==> config.mk <==
export PLATFORM = sky130hd
export DESIGN_NAME = alarm_table_matcher_with_chime_unit
export DESIGN_NICKNAME = d
export VERILOG_FILES = /design/src/sv/atm_pkg.sv /design/src/sv/atm_table.sv /design/src/sv/atm_ctrl.sv /design/src/sv/alarm_table_matcher_with_chime_unit.sv
export SDC_FILE = /design/constraint.sdc
export NUM_CORES = 1
export LEC_CHECK = 0
export ABC_AREA = 1
export ABC_CLOCK_PERIOD_IN_PS = 5300
export BUFFER_PORTS_ARGS = -buffer_cell sky130_fd_sc_hd__buf_2
export CAP_MARGIN = 5
export CORE_ASPECT_RATIO = 0.6
export CORE_MARGIN = 2
export CORE_UTILIZATION = 27
export CTS_CLUSTER_DIAMETER = 100
export DETAILED_ROUTE_END_ITERATION = 10
export PLACE_DENSITY_LB_ADDON = 0.12
export SYNTH_ARGS = -nofsm -noshare
export SYNTH_HDL_FRONTEND = slang
export SYNTH_SLANG_ARGS = --single-unit
==> constraint.sdc <==
create_clock -name clk -period 5.3 [get_ports clk]
set_input_delay 0 -clock clk [delete_from_list [all_inputs] [get_ports clk]]
set_output_delay 0 -clock clk [all_outputs]
set_load 0.01 [all_outputs]
==> src/sv/atm_pkg.sv <==
// ============================================================================
// atm_pkg - shared types and constants of the alarm table matcher
// Beat structs, entry layout, configuration register map and FSM states.
// ============================================================================
`default_nettype none

package atm_pkg;

    // Item opcodes
    typedef enum logic [0:0] {
        OP_TICK  = 1'b0,
        OP_WRITE = 1'b1
    } opcode_t;

    // Alarm entry kinds
    typedef enum logic [1:0] {
        KIND_ONCE     = 2'd0,
        KIND_DAILY    = 2'd1,
        KIND_WORKDAYS = 2'd2,
        KIND_WEEKENDS = 2'd3
    } kind_t;

    // Result event kinds
    typedef enum logic [0:0] {
        EV_ALARM = 1'b0,
        EV_CHIME = 1'b1
    } event_t;

    // Configuration register indexes
    localparam int unsigned CFG_IDX_W = 3;
    localparam int unsigned CFG_DATA_W = 8;
    localparam logic [CFG_IDX_W-1:0] REG_HOUR_CHIME    = 3'd0;
    localparam logic [CFG_IDX_W-1:0] REG_HALF_CHIME    = 3'd1;
    localparam logic [CFG_IDX_W-1:0] REG_QUARTER_CHIME = 3'd2;
    localparam logic [CFG_IDX_W-1:0] REG_CHIME_START   = 3'd3;
    localparam logic [CFG_IDX_W-1:0] REG_CHIME_END     = 3'd4;

    // Register reset values
    localparam logic [4:0] CHIME_END_RESET = 5'd24;

    // Calendar constants
    localparam logic [2:0] WD_SUNDAY   = 3'd0;
    localparam logic [2:0] WD_SATURDAY = 3'd6;
    localparam logic [5:0] MIN_FULL    = 6'd0;
    localparam logic [5:0] MIN_QUARTER = 6'd15;
    localparam logic [5:0] MIN_HALF    = 6'd30;
    localparam logic [5:0] MIN_3QUART  = 6'd45;
    localparam logic [5:0] SEC_ZERO    = 6'd0;

    // Width of the entry_index field
    localparam int unsigned IDX_W = 3;

    // Input beat
    typedef struct packed {
        logic [0:0] opcode;
        logic [5:0] second;
        logic [5:0] minute;
        logic [4:0] hour;
        logic [2:0] weekday;
        logic [2:0] entry_index;
        logic [0:0] entry_active;
        logic [1:0] entry_kind;
        logic [4:0] entry_hour;
        logic [5:0] entry_minute;
        logic [7:0] entry_sound;
    } item_t;

    // Output beat
    typedef struct packed {
        logic [0:0] event_kind;
        logic [7:0] sound;
        logic [2:0] alarm_slot;
        logic [0:0] slot_disabled;
    } result_t;

    // Stored part of an entry (the active flag lives in flip-flops)
    typedef struct packed {
        logic [1:0] kind;
        logic [4:0] hour;
        logic [5:0] minute;
        logic [7:0] sound;
    } entry_t;

    // Chime configuration
    typedef struct packed {
        logic [7:0] hour_chime_sound;
        logic [7:0] half_chime_sound;
        logic [7:0] quarter_chime_sound;
        logic [4:0] chime_start_hour;
        logic [4:0] chime_end_hour;
    } cfg_t;

    // Controller states
    typedef enum logic [1:0] {
        ST_IDLE,
        ST_SCAN,
        ST_EMIT
    } state_t;

endpackage

`default_nettype wire

==> src/sv/atm_table.sv <==
// ============================================================================
// atm_table - alarm entry store
// Entry fields in a synchronous RAM (one write, one registered read per
// cycle); active flags in flip-flops so reset empties the table at once.
// ============================================================================
`default_nettype none

module atm_table #(
    parameter int unsigned SLOTS  = 8,
    parameter int unsigned SLOT_W = 3
) (
    input  wire logic               clk,
    input  wire logic               rst_n,
    // write port
    input  wire logic               wr_en,
    input  wire logic [SLOT_W-1:0]  wr_addr,
    input  wire logic               wr_active,
    input  wire atm_pkg::entry_t    wr_entry,
    // once-only clear
    input  wire logic               clr_en,
    input  wire logic [SLOT_W-1:0]  clr_addr,
    // read port, registered data in the cycle after rd_en
    input  wire logic               rd_en,
    input  wire logic [SLOT_W-1:0]  rd_addr,
    output atm_pkg::entry_t         rd_entry,
    // active flags
    output logic [SLOTS-1:0]        active
);

    atm_pkg::entry_t mem [SLOTS];
    atm_pkg::entry_t rd_entry_reg;
    logic [SLOTS-1:0] active_reg;

    // Entry RAM
    always_ff @(posedge clk)
    begin
        if (wr_en)
        begin
            mem[wr_addr] <= wr_entry;
        end
        if (rd_en)
        begin
            rd_entry_reg <= mem[rd_addr];
        end
    end

    // Active flags; write and clear never meet (write only while idle)
    always_ff @(posedge clk or negedge rst_n)
    begin
        if (!rst_n)
        begin
            active_reg <= '0;
        end
        else if (wr_en)
        begin
            active_reg[wr_addr] <= wr_active;
        end
        else if (clr_en)
        begin
            active_reg[clr_addr] <= 1'b0;
        end
    end

    assign rd_entry = rd_entry_reg;
    assign active   = active_reg;

endmodule

`default_nettype wire

==> src/sv/atm_ctrl.sv <==
// ============================================================================
// atm_ctrl - scan sequencer and result stage
// Takes item beats, writes entries, walks the table one slot per cycle on a
// tick at second zero, picks alarm or chime and holds the result beat.
// ============================================================================
`default_nettype none

module atm_ctrl #(
    parameter int unsigned SLOTS  = 8,
    parameter int unsigned SLOT_W = 3
) (
    input  wire logic               clk,
    input  wire logic               rst_n,
    // item channel
    input  wire logic               item_valid,
    output logic                    item_ready,
    input  wire atm_pkg::item_t     item,
    // result channel
    output logic                    result_valid,
    input  wire logic               result_ready,
    output atm_pkg::result_t        result,
    // configuration
    input  wire atm_pkg::cfg_t      cfg,
    // table
    output logic                    wr_en,
    output logic [SLOT_W-1:0]       wr_addr,
    output logic                    wr_active,
    output atm_pkg::entry_t         wr_entry,
    output logic                    clr_en,
    output logic [SLOT_W-1:0]       clr_addr,
    output logic                    rd_en,
    output logic [SLOT_W-1:0]       rd_addr,
    input  wire atm_pkg::entry_t    rd_entry,
    input  wire logic [SLOTS-1:0]   active
);

    localparam logic [SLOT_W-1:0] LAST_SLOT = SLOT_W'(SLOTS - 1);
    localparam logic [6:0]        SLOTS_N   = 7'(SLOTS);

    atm_pkg::state_t  state_reg, state_next;
    logic [SLOT_W-1:0] cnt_reg, cnt_next;
    logic [5:0]        minute_reg, minute_next;
    logic [4:0]        hour_reg, hour_next;
    logic              weekend_reg, weekend_next;
    atm_pkg::result_t  res_reg, res_next;
    atm_pkg::result_t  out_reg, out_next;
    logic              out_valid_reg, out_valid_next;

    logic accept, is_write, in_range, start_scan;
    logic last, hit, kind_ok, chime_hit, in_window, out_free;
    logic [7:0] chime_snd;

    // Item decode
    assign item_ready = (state_reg == atm_pkg::ST_IDLE);
    assign accept     = item_valid && item_ready;
    assign is_write   = (item.opcode == atm_pkg::OP_WRITE);
    assign in_range   = {4'b0, item.entry_index} < SLOTS_N;
    assign start_scan = accept && !is_write && (item.second == atm_pkg::SEC_ZERO);

    // Slot match on the entry read last cycle
    assign last = (cnt_reg == LAST_SLOT);
    always_comb
    begin
        kind_ok = 1'b1;
        case (rd_entry.kind)
            atm_pkg::KIND_WORKDAYS: kind_ok = !weekend_reg;
            atm_pkg::KIND_WEEKENDS: kind_ok = weekend_reg;
            default:                kind_ok = 1'b1;
        endcase
    end
    assign hit = (state_reg == atm_pkg::ST_SCAN) && active[cnt_reg] &&
                 (rd_entry.hour == hour_reg) && (rd_entry.minute == minute_reg) && kind_ok;

    // Chime choice: full hour, then half, then quarters
    assign in_window = (hour_reg >= cfg.chime_start_hour) && (hour_reg < cfg.chime_end_hour);
    always_comb
    begin
        chime_hit = 1'b0;
        chime_snd = cfg.hour_chime_sound;
        if (cfg.hour_chime_sound != 8'd0 && minute_reg == atm_pkg::MIN_FULL)
        begin
            chime_hit = 1'b1;
            chime_snd = cfg.hour_chime_sound;
        end
        else if (cfg.half_chime_sound != 8'd0 && minute_reg == atm_pkg::MIN_HALF)
        begin
            chime_hit = 1'b1;
            chime_snd = cfg.half_chime_sound;
        end
        else if (cfg.quarter_chime_sound != 8'd0 &&
                 (minute_reg == atm_pkg::MIN_QUARTER || minute_reg == atm_pkg::MIN_3QUART))
        begin
            chime_hit = 1'b1;
            chime_snd = cfg.quarter_chime_sound;
        end
        chime_hit = chime_hit && in_window;
    end

    assign out_free = !out_valid_reg || result_ready;

    // Next state
    always_comb
    begin
        state_next = state_reg;
        unique case (state_reg)
            atm_pkg::ST_IDLE:
            begin
                if (start_scan)
                begin
                    state_next = atm_pkg::ST_SCAN;
                end
            end
            atm_pkg::ST_SCAN:
            begin
                if (hit || (last && chime_hit))
                begin
                    state_next = atm_pkg::ST_EMIT;
                end
                else if (last)
                begin
                    state_next = atm_pkg::ST_IDLE;
                end
            end
            atm_pkg::ST_EMIT:
            begin
                if (out_free)
                begin
                    state_next = atm_pkg::ST_IDLE;
                end
            end
            default: state_next = atm_pkg::ST_IDLE;
        endcase
    end

    // Datapath and table control
    always_comb
    begin
        wr_en          = 1'b0;
        wr_addr        = SLOT_W'(item.entry_index);
        wr_active      = item.entry_active[0];
        wr_entry.kind   = item.entry_kind;
        wr_entry.hour   = item.entry_hour;
        wr_entry.minute = item.entry_minute;
        wr_entry.sound  = item.entry_sound;
        clr_en         = 1'b0;
        clr_addr       = cnt_reg;
        rd_en          = 1'b0;
        rd_addr        = SLOT_W'(cnt_reg + 1'b1);
        cnt_next       = cnt_reg;
        minute_next    = minute_reg;
        hour_next      = hour_reg;
        weekend_next   = weekend_reg;
        res_next       = res_reg;
        out_next       = out_reg;
        out_valid_next = out_valid_reg && !result_ready;

        unique case (state_reg)
            atm_pkg::ST_IDLE:
            begin
                wr_en = accept && is_write && in_range;
                if (start_scan)
                begin
                    rd_en        = 1'b1;
                    rd_addr      = '0;
                    cnt_next     = '0;
                    minute_next  = item.minute;
                    hour_next    = item.hour;
                    weekend_next = (item.weekday == atm_pkg::WD_SUNDAY) ||
                                   (item.weekday == atm_pkg::WD_SATURDAY);
                end
            end
            atm_pkg::ST_SCAN:
            begin
                if (hit)
                begin
                    clr_en                 = (rd_entry.kind == atm_pkg::KIND_ONCE);
                    res_next.event_kind    = atm_pkg::EV_ALARM;
                    res_next.sound         = rd_entry.sound;
                    res_next.alarm_slot    = 3'(cnt_reg);
                    res_next.slot_disabled = (rd_entry.kind == atm_pkg::KIND_ONCE);
                end
                else if (last)
                begin
                    res_next.event_kind    = atm_pkg::EV_CHIME;
                    res_next.sound         = chime_snd;
                    res_next.alarm_slot    = 3'd0;
                    res_next.slot_disabled = 1'b0;
                end
                else
                begin
                    rd_en    = 1'b1;
                    cnt_next = SLOT_W'(cnt_reg + 1'b1);
                end
            end
            atm_pkg::ST_EMIT:
            begin
                if (out_free)
                begin
                    out_next       = res_reg;
                    out_valid_next = 1'b1;
                end
            end
            default: ;
        endcase
    end

    // Control registers
    always_ff @(posedge clk or negedge rst_n)
    begin
        if (!rst_n)
        begin
            state_reg     <= atm_pkg::ST_IDLE;
            cnt_reg       <= '0;
            out_valid_reg <= 1'b0;
        end
        else
        begin
            state_reg     <= state_next;
            cnt_reg       <= cnt_next;
            out_valid_reg <= out_valid_next;
        end
    end

    // Payload registers
    always_ff @(posedge clk)
    begin
        minute_reg  <= minute_next;
        hour_reg    <= hour_next;
        weekend_reg <= weekend_next;
        res_reg     <= res_next;
        out_reg     <= out_next;
    end

    assign result_valid = out_valid_reg;
    assign result       = out_reg;

endmodule

`default_nettype wire

==> src/sv/alarm_table_matcher_with_chime_unit.sv <==
// ============================================================================
// alarm_table_matcher_with_chime_unit - alarm table matcher with chime
// Keeps an alarm table, matches it against time ticks, issues events.
// ============================================================================
// Usage:
//   item channel (item_valid/item_ready/item) carries write beats, which store
//   one alarm entry, and tick beats with time of day and weekday.
//   result channel (result_valid/result_ready/result) carries at most one
//   event per tick: an alarm from the first matching slot, else a chime.
//   cfg_write/cfg_index/cfg_data set the chime sounds and window; idle only.
// Flow:
//   A write beat, or a tick whose second is not zero, needs no walk; the
//   next beat can be taken in the next cycle.
//   A tick at second zero walks the entry RAM one slot per cycle and stops at
//   the first firing slot (the last slot for a chime); an event then passes
//   through ST_EMIT into the output register before the next beat is taken.
// Reset: every slot inactive, chime sounds zero, window 0 to 24.
// Stall: the output register holds its beat until taken; ticks may still
//   be accepted and walked meanwhile, the first with an event waits in ST_EMIT.
// ============================================================================
`default_nettype none

module alarm_table_matcher_with_chime_unit #(
    parameter int unsigned ALARM_SLOTS = 8
) (
    input  wire logic                              clk,
    input  wire logic                              rst_n,
    input  wire logic                              item_valid,
    output logic                                   item_ready,
    input  wire atm_pkg::item_t                    item,
    output logic                                   result_valid,
    input  wire logic                              result_ready,
    output atm_pkg::result_t                       result,
    input  wire logic                              cfg_write,
    input  wire logic [atm_pkg::CFG_IDX_W-1:0]     cfg_index,
    input  wire logic [atm_pkg::CFG_DATA_W-1:0]    cfg_data
);

    localparam int unsigned SLOT_W = (ALARM_SLOTS > 1) ? $clog2(ALARM_SLOTS) : 1;

    atm_pkg::cfg_t cfg_reg;

    logic                    wr_en, wr_active, clr_en, rd_en;
    logic [SLOT_W-1:0]       wr_addr, clr_addr, rd_addr;
    atm_pkg::entry_t         wr_entry, rd_entry;
    logic [ALARM_SLOTS-1:0]  active;

    // Configuration registers
    always_ff @(posedge clk or negedge rst_n)
    begin
        if (!rst_n)
        begin
            cfg_reg.hour_chime_sound    <= 8'd0;
            cfg_reg.half_chime_sound    <= 8'd0;
            cfg_reg.quarter_chime_sound <= 8'd0;
            cfg_reg.chime_start_hour    <= 5'd0;
            cfg_reg.chime_end_hour      <= atm_pkg::CHIME_END_RESET;
        end
        else if (cfg_write)
        begin
            unique case (cfg_index)
                atm_pkg::REG_HOUR_CHIME:    cfg_reg.hour_chime_sound    <= cfg_data;
                atm_pkg::REG_HALF_CHIME:    cfg_reg.half_chime_sound    <= cfg_data;
                atm_pkg::REG_QUARTER_CHIME: cfg_reg.quarter_chime_sound <= cfg_data;
                atm_pkg::REG_CHIME_START:   cfg_reg.chime_start_hour    <= cfg_data[4:0];
                atm_pkg::REG_CHIME_END:     cfg_reg.chime_end_hour      <= cfg_data[4:0];
                default: ;
            endcase
        end
    end

    atm_table #(
        .SLOTS  (ALARM_SLOTS),
        .SLOT_W (SLOT_W)
    ) u_table (
        .clk       (clk),
        .rst_n     (rst_n),
        .wr_en     (wr_en),
        .wr_addr   (wr_addr),
        .wr_active (wr_active),
        .wr_entry  (wr_entry),
        .clr_en    (clr_en),
        .clr_addr  (clr_addr),
        .rd_en     (rd_en),
        .rd_addr   (rd_addr),
        .rd_entry  (rd_entry),
        .active    (active)
    );

    atm_ctrl #(
        .SLOTS  (ALARM_SLOTS),
        .SLOT_W (SLOT_W)
    ) u_ctrl (
        .clk          (clk),
        .rst_n        (rst_n),
        .item_valid   (item_valid),
        .item_ready   (item_ready),
        .item         (item),
        .result_valid (result_valid),
        .result_ready (result_ready),
        .result       (result),
        .cfg          (cfg_reg),
        .wr_en        (wr_en),
        .wr_addr      (wr_addr),
        .wr_active    (wr_active),
        .wr_entry     (wr_entry),
        .clr_en       (clr_en),
        .clr_addr     (clr_addr),
        .rd_en        (rd_en),
        .rd_addr      (rd_addr),
        .rd_entry     (rd_entry),
        .active       (active)
    );

    // Beats that need no walk leave the block ready next cycle
    a_quick_items: assert property (@(posedge clk) disable iff (!rst_n)
        item_valid && item_ready &&
        (item.opcode == atm_pkg::OP_WRITE || item.second != atm_pkg::SEC_ZERO)
        |=> item_ready)
        else $error("ready dropped after a write or non-zero-second tick");

    // A tick at second zero starts a walk
    a_scan_starts: assert property (@(posedge clk) disable iff (!rst_n)
        item_valid && item_ready &&
        item.opcode == atm_pkg::OP_TICK && item.second == atm_pkg::SEC_ZERO
        |=> !item_ready)
        else $error("tick at second zero did not start a walk");

    // Chime events carry no slot and never report a cleared slot
    a_chime_fields: assert property (@(posedge clk) disable iff (!rst_n)
        result_valid && result.event_kind == atm_pkg::EV_CHIME
        |-> result.alarm_slot == 3'd0 && result.slot_disabled == 1'b0)
        else $error("chime event with slot fields set");

endmodule

`default_nettype wire

==> metrics.yaml, run 1 <==
grt:
  antenna_found_initial: 0
  grt_pass1_vias: 8351
  gr-total-overflow: 0
  grtUsageTotal_pct: 14.4
  grt_pass1_wl_mm: 51.9
  grt_max_degree: 85
drt:
  dr.pass1.iters: 6
  routedWlPerCell_microns: 16.5
  dr_total_vias: 8688
  post-route-drc-count: 0
  drt-total-wl_mm: 33.7
  top_layer_used: "met4"
  wl_met1_mm: 18.4
  drt_iter0_drc: 674
  vias_per_cell: 4.25
  met2_length_mm: 13.3
  ant_nets: 0
  dr_wl_met3_mm: 1.63
logic_synthesis:
  netlist.area_leader.share_pct: 55.0
  netlist-cell-type-count: 32
  synthCells: 1296
  yosys-top-cells-count: "476 x nand2_1, 245 x inv_1, 227 x edfxtp_1"
  yosysWarningCount: 0
  async_reset_ff_share_pct: 17.5
  ys_ff_latch: 275
  yosysTopAreaCell: "edfxtp_1"
  synth_ff_type: "edfxtp_1"
  ys_seq_area_share_pct: 64.7
  avgSynthCellArea_sq_um: 9.57
  synth_edf_count: 227
  netlist_area_sq_um: 12400
  yosysMostFrequentCell: "nand2_1"
  synth_fp_nets: 1369
  synth.area.top_cells: "edfxtp_1 55%, nand2_1 14%, dfrtp_1 9.3%"
finish:
  design_area_sq_um: 14900
  diodes: 0
  largest_reg_flops: 168
  nets: 1511
  synthToLayoutAreaGrowth_pct: 20.3
  drive_gt1_share_pct: 10.2
  stdcell_count: 2045
pwr:
  pwr-share-seq_pct: 41.2
  combPwrFrac_pct: 27.5
  power.switching_mw: 2.26
  p_leak_nw: 6.85
  p_sw_share_pct: 33.9
  vdd_drop_max_uv: 246
  clkPwrFrac_pct: 31.3
  p_int_mw: 4.42
  power-per-cell-area_nw_per_um2: 448
setup_path:
  crit_fanout: 9
  critical_path_class: "flop to flop"
  cp.arrival_ns: 3.91
  cp-start-kind: "flop"
  timing.critical_path.to: "u_table.active[2]"
  cp.required_ns: 5.80
  cp-startpoint: "u_ctrl.state_reg[0]"
  reg2reg_from: "u_ctrl.state_reg[0]"
  timing.rr.end: "u_table.active[2]"
  r2r_slack_ns: 1.89
  cp-end-kind: "flop"
  worst_r2r_path_depth: 12
floorplan:
  start_util_pct: 27.5
  dieArea_sq_um: 47700
  fp.dieW_microns: 281
  die_h_microns: 170
  pin_count: 77
  core_sq_um: 45000
  rows: 60
place:
  dpl_cell_area_sq_um: 13400
  port-buffer-count: 76
  dp_hpwl_mm: 21.8
  dpl.cell_count: 1939
  gp_congestion: 0.835
timing:
  hold_viol_final: 0
  min_period_ns: 3.41
  period_share_pct: 64.4
  finalMaxSlewViolations: 0
  tns_ns: 0
  worst_pin_slew_ns: 1.11
  finalSetupViolCount: 0
  fin_skew_ns: 0.0129
  whs_ns: 0.0214
  max_slew_margin_pct: 25.8
  rsz0062_at_grt: "false"
  fmaxAchievable_ghz: 0.293
clock_tree:
  clk_latency_ns: 0.56
  cts-buffers-inserted: 29
  cts_hold_buffers: 57
  cts-resized-gates: 0
  cts_tree: "done"
  clockRootBuffer: "clkbuf_16"
  cts_buffer_depth: 3
  cts.reportedPaths.clkPinSlew_ns: 0.07
  cts-htree-levels: 1
  clock_sinks: 275
  postCtsSetupBuffers: 0
min_path:
  min_path_type: "input port to flop"
  hold_path_startpoint: "item[43]"
outcome:
  status: "complete, no violations"
run:
  max_cap_viol_count: 0
-- placed cells by master (no fill, tap or decap), types with 15 or more instances in the layout --
cell type      instances
nand2_1              476
inv_1                245
edfxtp_1             227
nand3_1              111
buf_2                 76
dlygate4sd3_1         57
o21ai_0               53
dfrtp_1               46
nor2_1                35
clkbuf_16             29
buf_4                 15
-- cells by family after synthesis --
group,share of synthesized area (%)
simple gates,21.5
buf+inv,9.56
flops,64.7
compound gates,3.21
fa+ha+maj,1.11
-- worst min-delay path by stage --
stage | end | slack [ns] | cells after the start
final | u_ctrl.weekend_reg | 0.02 | 4
after global placement | cfg_reg[7] | 0.17 | 2
after detailed placement | cfg_reg[6] | 0.18 | 2
after floorplan | cfg_reg[0] | -0.30 | 0
after CTS | u_ctrl.weekend_reg | 0.01 | 4
after global routing | u_ctrl.weekend_reg | 0.03 | 4
-- cell type report --
cell class,instances,area (sq um)
clock buffers,34,744
clock inverters,15,210
fillers,4653,30100
inverters,250,940
multi-input cells,734,3210
flip-flops and latches,275,8020
well taps,589,737
repair buffers,148,1060
-- metrics by stage --
| stage | utilization, % | power (mW) | worst slack [ns] |
|---|---|---|---|
| after floorplan | - | 4.09 | 2.38 |
| after global placement | 29.7 | 4.61 | 2.47 |
| after detailed placement | 29.7 | 4.61 | 2.39 |
| after CTS | 33.1 | 6.77 | 1.95 |
| after global routing | 33.1 | 7.14 | 1.63 |
| final | 33.1 | 6.68 | 1.89 |
-- layer usage --
metal	up-vias	global-route usage (%)
met2	172	20.1
met1	4081	23.2
met5	-	0
met4	0	2.16
met3	32	2.40
li1	4403	-
-- power by group through the flow --
stage / clock, mW / sequential (mW) / combinational, mW
final: 2.09 / 2.75 / 1.84
after global routing: 2.24 / 2.78 / 2.12
after CTS: 2.15 / 2.76 / 1.86
after detailed placement: 0 / 2.80 / 1.81
after global placement: 0 / 2.81 / 1.80
after floorplan: 0 / 2.71 / 1.38
-- critical path, cell delays in order, from the launching register on --
cell and delay [ns]:
dfrtp_1 0.42, nor2_4 0.15, nand2_2 0.09, nor2_2 0.44, nand2_1 0.16, nor3_2 0.17
a21oi_1 0.09, dlygate4sd3_1 0.58, nand2_1 0.07, dlygate4sd3_1 0.54, nand2_1 0.05, dlygate4sd3_1 0.55
inv_1 0.05
(Power assumes the default switching activity.)
==> run 2, diff against run 1 <==
ABC_CLOCK_PERIOD_IN_PS = 2730   (was 5300)
clock period = 2.73 ns   (was 5.3 ns; I/O delays follow)
==> metrics.yaml, run 2 (synthesis gave the netlist of run 1 again) <==
outcome:
  status: "complete, no violations"  # unchanged
timing:
  tns_ns: 0  # unchanged
  worst_pin_slew_ns: 0.969  # was 1.11 ns
  min_period_ns: 2.45  # was 3.41 ns
  hold_viol_final: 0  # unchanged
  max_slew_margin_pct: 35.3  # was 25.8%
  finalSetupViolCount: 0  # unchanged
  fmaxAchievable_ghz: 0.408  # was 0.293 GHz
  finalMaxSlewViolations: 0  # unchanged
  rsz0062_at_grt: "false"  # unchanged
  fin_skew_ns: 0.0181  # was 0.0129 ns
  period_share_pct: 89.9  # was 64.4%
run:
  max_cap_viol_count: 0  # unchanged
setup_path:
  path_cells: "nand2_1 > nand2_1 > nor2_1 > nor2_1 > nand2_1 > nor2_1 > nand2_1 > nand3_2 > inv_1 > buf_6"  # was nor2_4 > nand2_2 > nor2_2 > nand2_1 > nor3_2 > a21oi_1 > dlygate4sd3_1 > nand2_1 > dlygate4sd3_1 > nand2_1 > dlygate4sd3_1 > inv_1
  cp.arrival_ns: 2.68  # was 3.91 ns
  crit_buf_inv: 2  # was 4
  crit_fanout: 21  # was 9
  cp.depth: 10  # was 12
  critical_path_class: "flop to flop"  # unchanged
  path_delay_family: "simple AND/OR/NAND/NOR gates"  # was buffers and inverters
  critical_path.most_common_cell: "nand2_1"
  slowest_stage: "edfxtp_1"  # was dlygate4sd3_1
  cp-start-kind: "flop"  # unchanged
  worst_r2r_path_depth: 10  # was 12
  cp-end-kind: "flop"  # unchanged
  cp.required_ns: 2.96  # was 5.80 ns
  slowest_delay_ns: 0.48  # was 0.58 ns
finish:
  design_area_sq_um: 15100  # was 14900 sq um
  fillers: 4670  # was 4653
  drive_gt1_share_pct: 10.8  # was 10.2%
  regArea_sq_um: 8020  # about the same
  multi_input_area_sq_um: 3210  # about the same
  most-common-layout-cells: "476 x nand2_1, 245 x inv_1, 227 x edfxtp_1"  # unchanged
  nets: 1516  # was 1511
  final_common_cell: "nand2_1"  # unchanged
  largest_reg_flops: 168  # unchanged
  synthToLayoutAreaGrowth_pct: 21.4  # was 20.3%
floorplan:
  pin_count: 77  # unchanged
  core_sq_um: 45000  # unchanged
  rows: 60  # unchanged
  die_h_microns: 170  # unchanged
  dieArea_sq_um: 47700  # unchanged
  start_util_pct: 27.5  # unchanged
  fp.dieW_microns: 281  # unchanged
clock_tree:
  clock_sinks: 275  # unchanged
  cts_tree: "done"  # unchanged
  cts-htree-levels: 1  # unchanged
  cts-buffers-inserted: 28  # was 29
  cts.reportedPaths.clkPinSlew_ns: 0.07  # about the same
  postCtsSetupBuffers: 0  # unchanged
  clk_latency_ns: 0.56  # about the same
  cts_buffer_depth: 3  # unchanged
  clockRootBuffer: "clkbuf_16"  # unchanged
min_path:
  min_path_type: "input port to flop"  # unchanged
  hold_depth: 5  # was 4
drt:
  vias_per_cell: 4.25  # about the same
  dr_total_vias: 8726  # was 8688
  routedWlPerCell_microns: 16.6  # was 16.5 microns
  ant_nets: 0  # unchanged
  drt-total-wl_mm: 34.1  # was 33.7 mm
  dr.pass1.iters: 5  # was 6
  post-route-drc-count: 0  # unchanged
  drt_iter0_drc: 793  # was 674
grt:
  grt_pass1_vias: 8287  # was 8351
  gr-total-overflow: 0  # unchanged
  antenna_found_initial: 1  # was 0
  grtUsageTotal_pct: 14.4  # about the same
  grt_pass1_wl_mm: 52.2  # was 51.9 mm
  grt_max_degree: 85  # unchanged
place:
  port-buffer-count: 76  # unchanged
  dp_hpwl_mm: 21.6  # was 21.8 mm
  gp_congestion: 0.846  # was 0.835
  dpl_cell_area_sq_um: 13600  # was 13400 sq um
pwr:
  power-per-cell-area_nw_per_um2: 859  # was 448 nW/um^2
  vdd_drop_max_uv: 991  # was 246 uV
  finalPower_mw: 12.9  # was 6.68 mW
  p_leak_nw: 6.91  # was 6.85 nW
run 2: cell count changes in the layout (fill, tap and decap cells not counted), sizes merged, moves of 2 or more:
cell / before / now
buf: 91 / 98
bufinv: 5 / 0
clkbuf: 34 / 40
clkinv: 9 / 12
clkinvlp: 3 / 1
run 2: repair_timing:
action | CTS | global route
gates resized for setup | 0 | 2
hold endpoints to repair | 259 | 0
endpoints found under the setup margin | 0 | 21
hold buffers | 56 | 0
run 2: routing by layer:
| metal | up-vias | GRT usage (%) | share of wire, % |
|---|---|---|---|
| met5 | - | 0 | 0 |
| met2 | 157 | 19.7 | 39 |
| li1 | 4419 | - | - |
| met3 | 34 | 2.94 | 4.8 |
| met4 | 0 | 2.21 | 1.4 |
| met1 | 4116 | 23.3 | 55 |
run 2: metrics by stage:
stage / utilization, % / setup WS, ns / hold slack [ns] / std cells
after floorplan: - / 0.463 / -0.296 / 1296
after global placement: 30.1 / 0.164 / 0.181 / 1946
after detailed placement: 30.1 / 0.151 / 0.176 / 1946
after CTS: 33.4 / 0.143 / 0.0420 / 2054
after global routing: 33.4 / 0.0706 / 0.0576 / 2055
final: 33.4 / 0.276 / 0.0643 / 2055
run 2: final timing paths:
path / startpoint / slack [ns] / to
setup / recovery: u_table.rd_entry[19] / 0.28 / u_table.rd_entry[2]
hold / removal: item[43] / 0.06 / u_ctrl.weekend_reg
setup reg to reg: u_table.rd_entry[19] / 0.28 / u_table.rd_entry[2]
hold reg to reg: u_ctrl.res_reg[12] / 0.41 / u_ctrl.result[12]
max in group asynchronous: rst_n / 1.90 / cfg_reg[4]
min in group asynchronous: rst_n / 0.10 / cfg_reg[5]
run 2: cell type report:
type / count / area share (%)
Sequential cell: 275 / 53.3
Clock buffer: 40 / 5.71
Timing Repair Buffer: 154 / 8.12
Inverter: 250 / 6.23
Clock inverter: 12 / 0.440
Antenna cell: 1 / 0.0166
Tap cell: 589 / 4.89
Multi-Input combinational cell: 734 / 21.3
run 2: tightest hold or removal path: stages:
cell and delay [ns]:
buf_2 0.07, nor2_1 0.04, nand2_1 0.08, nor3b_2 0.05
buf_4 0.19
run 2: where the power goes:
group | switching (mW) | internal (mW) | leakage [nW]
sequential | 0.308 | 5.03 | 2.68
clock | 1.71 | 2.20 | 0.458
combinational | 2.53 | 1.17 | 3.77
total | 4.54 | 8.40 | 6.91
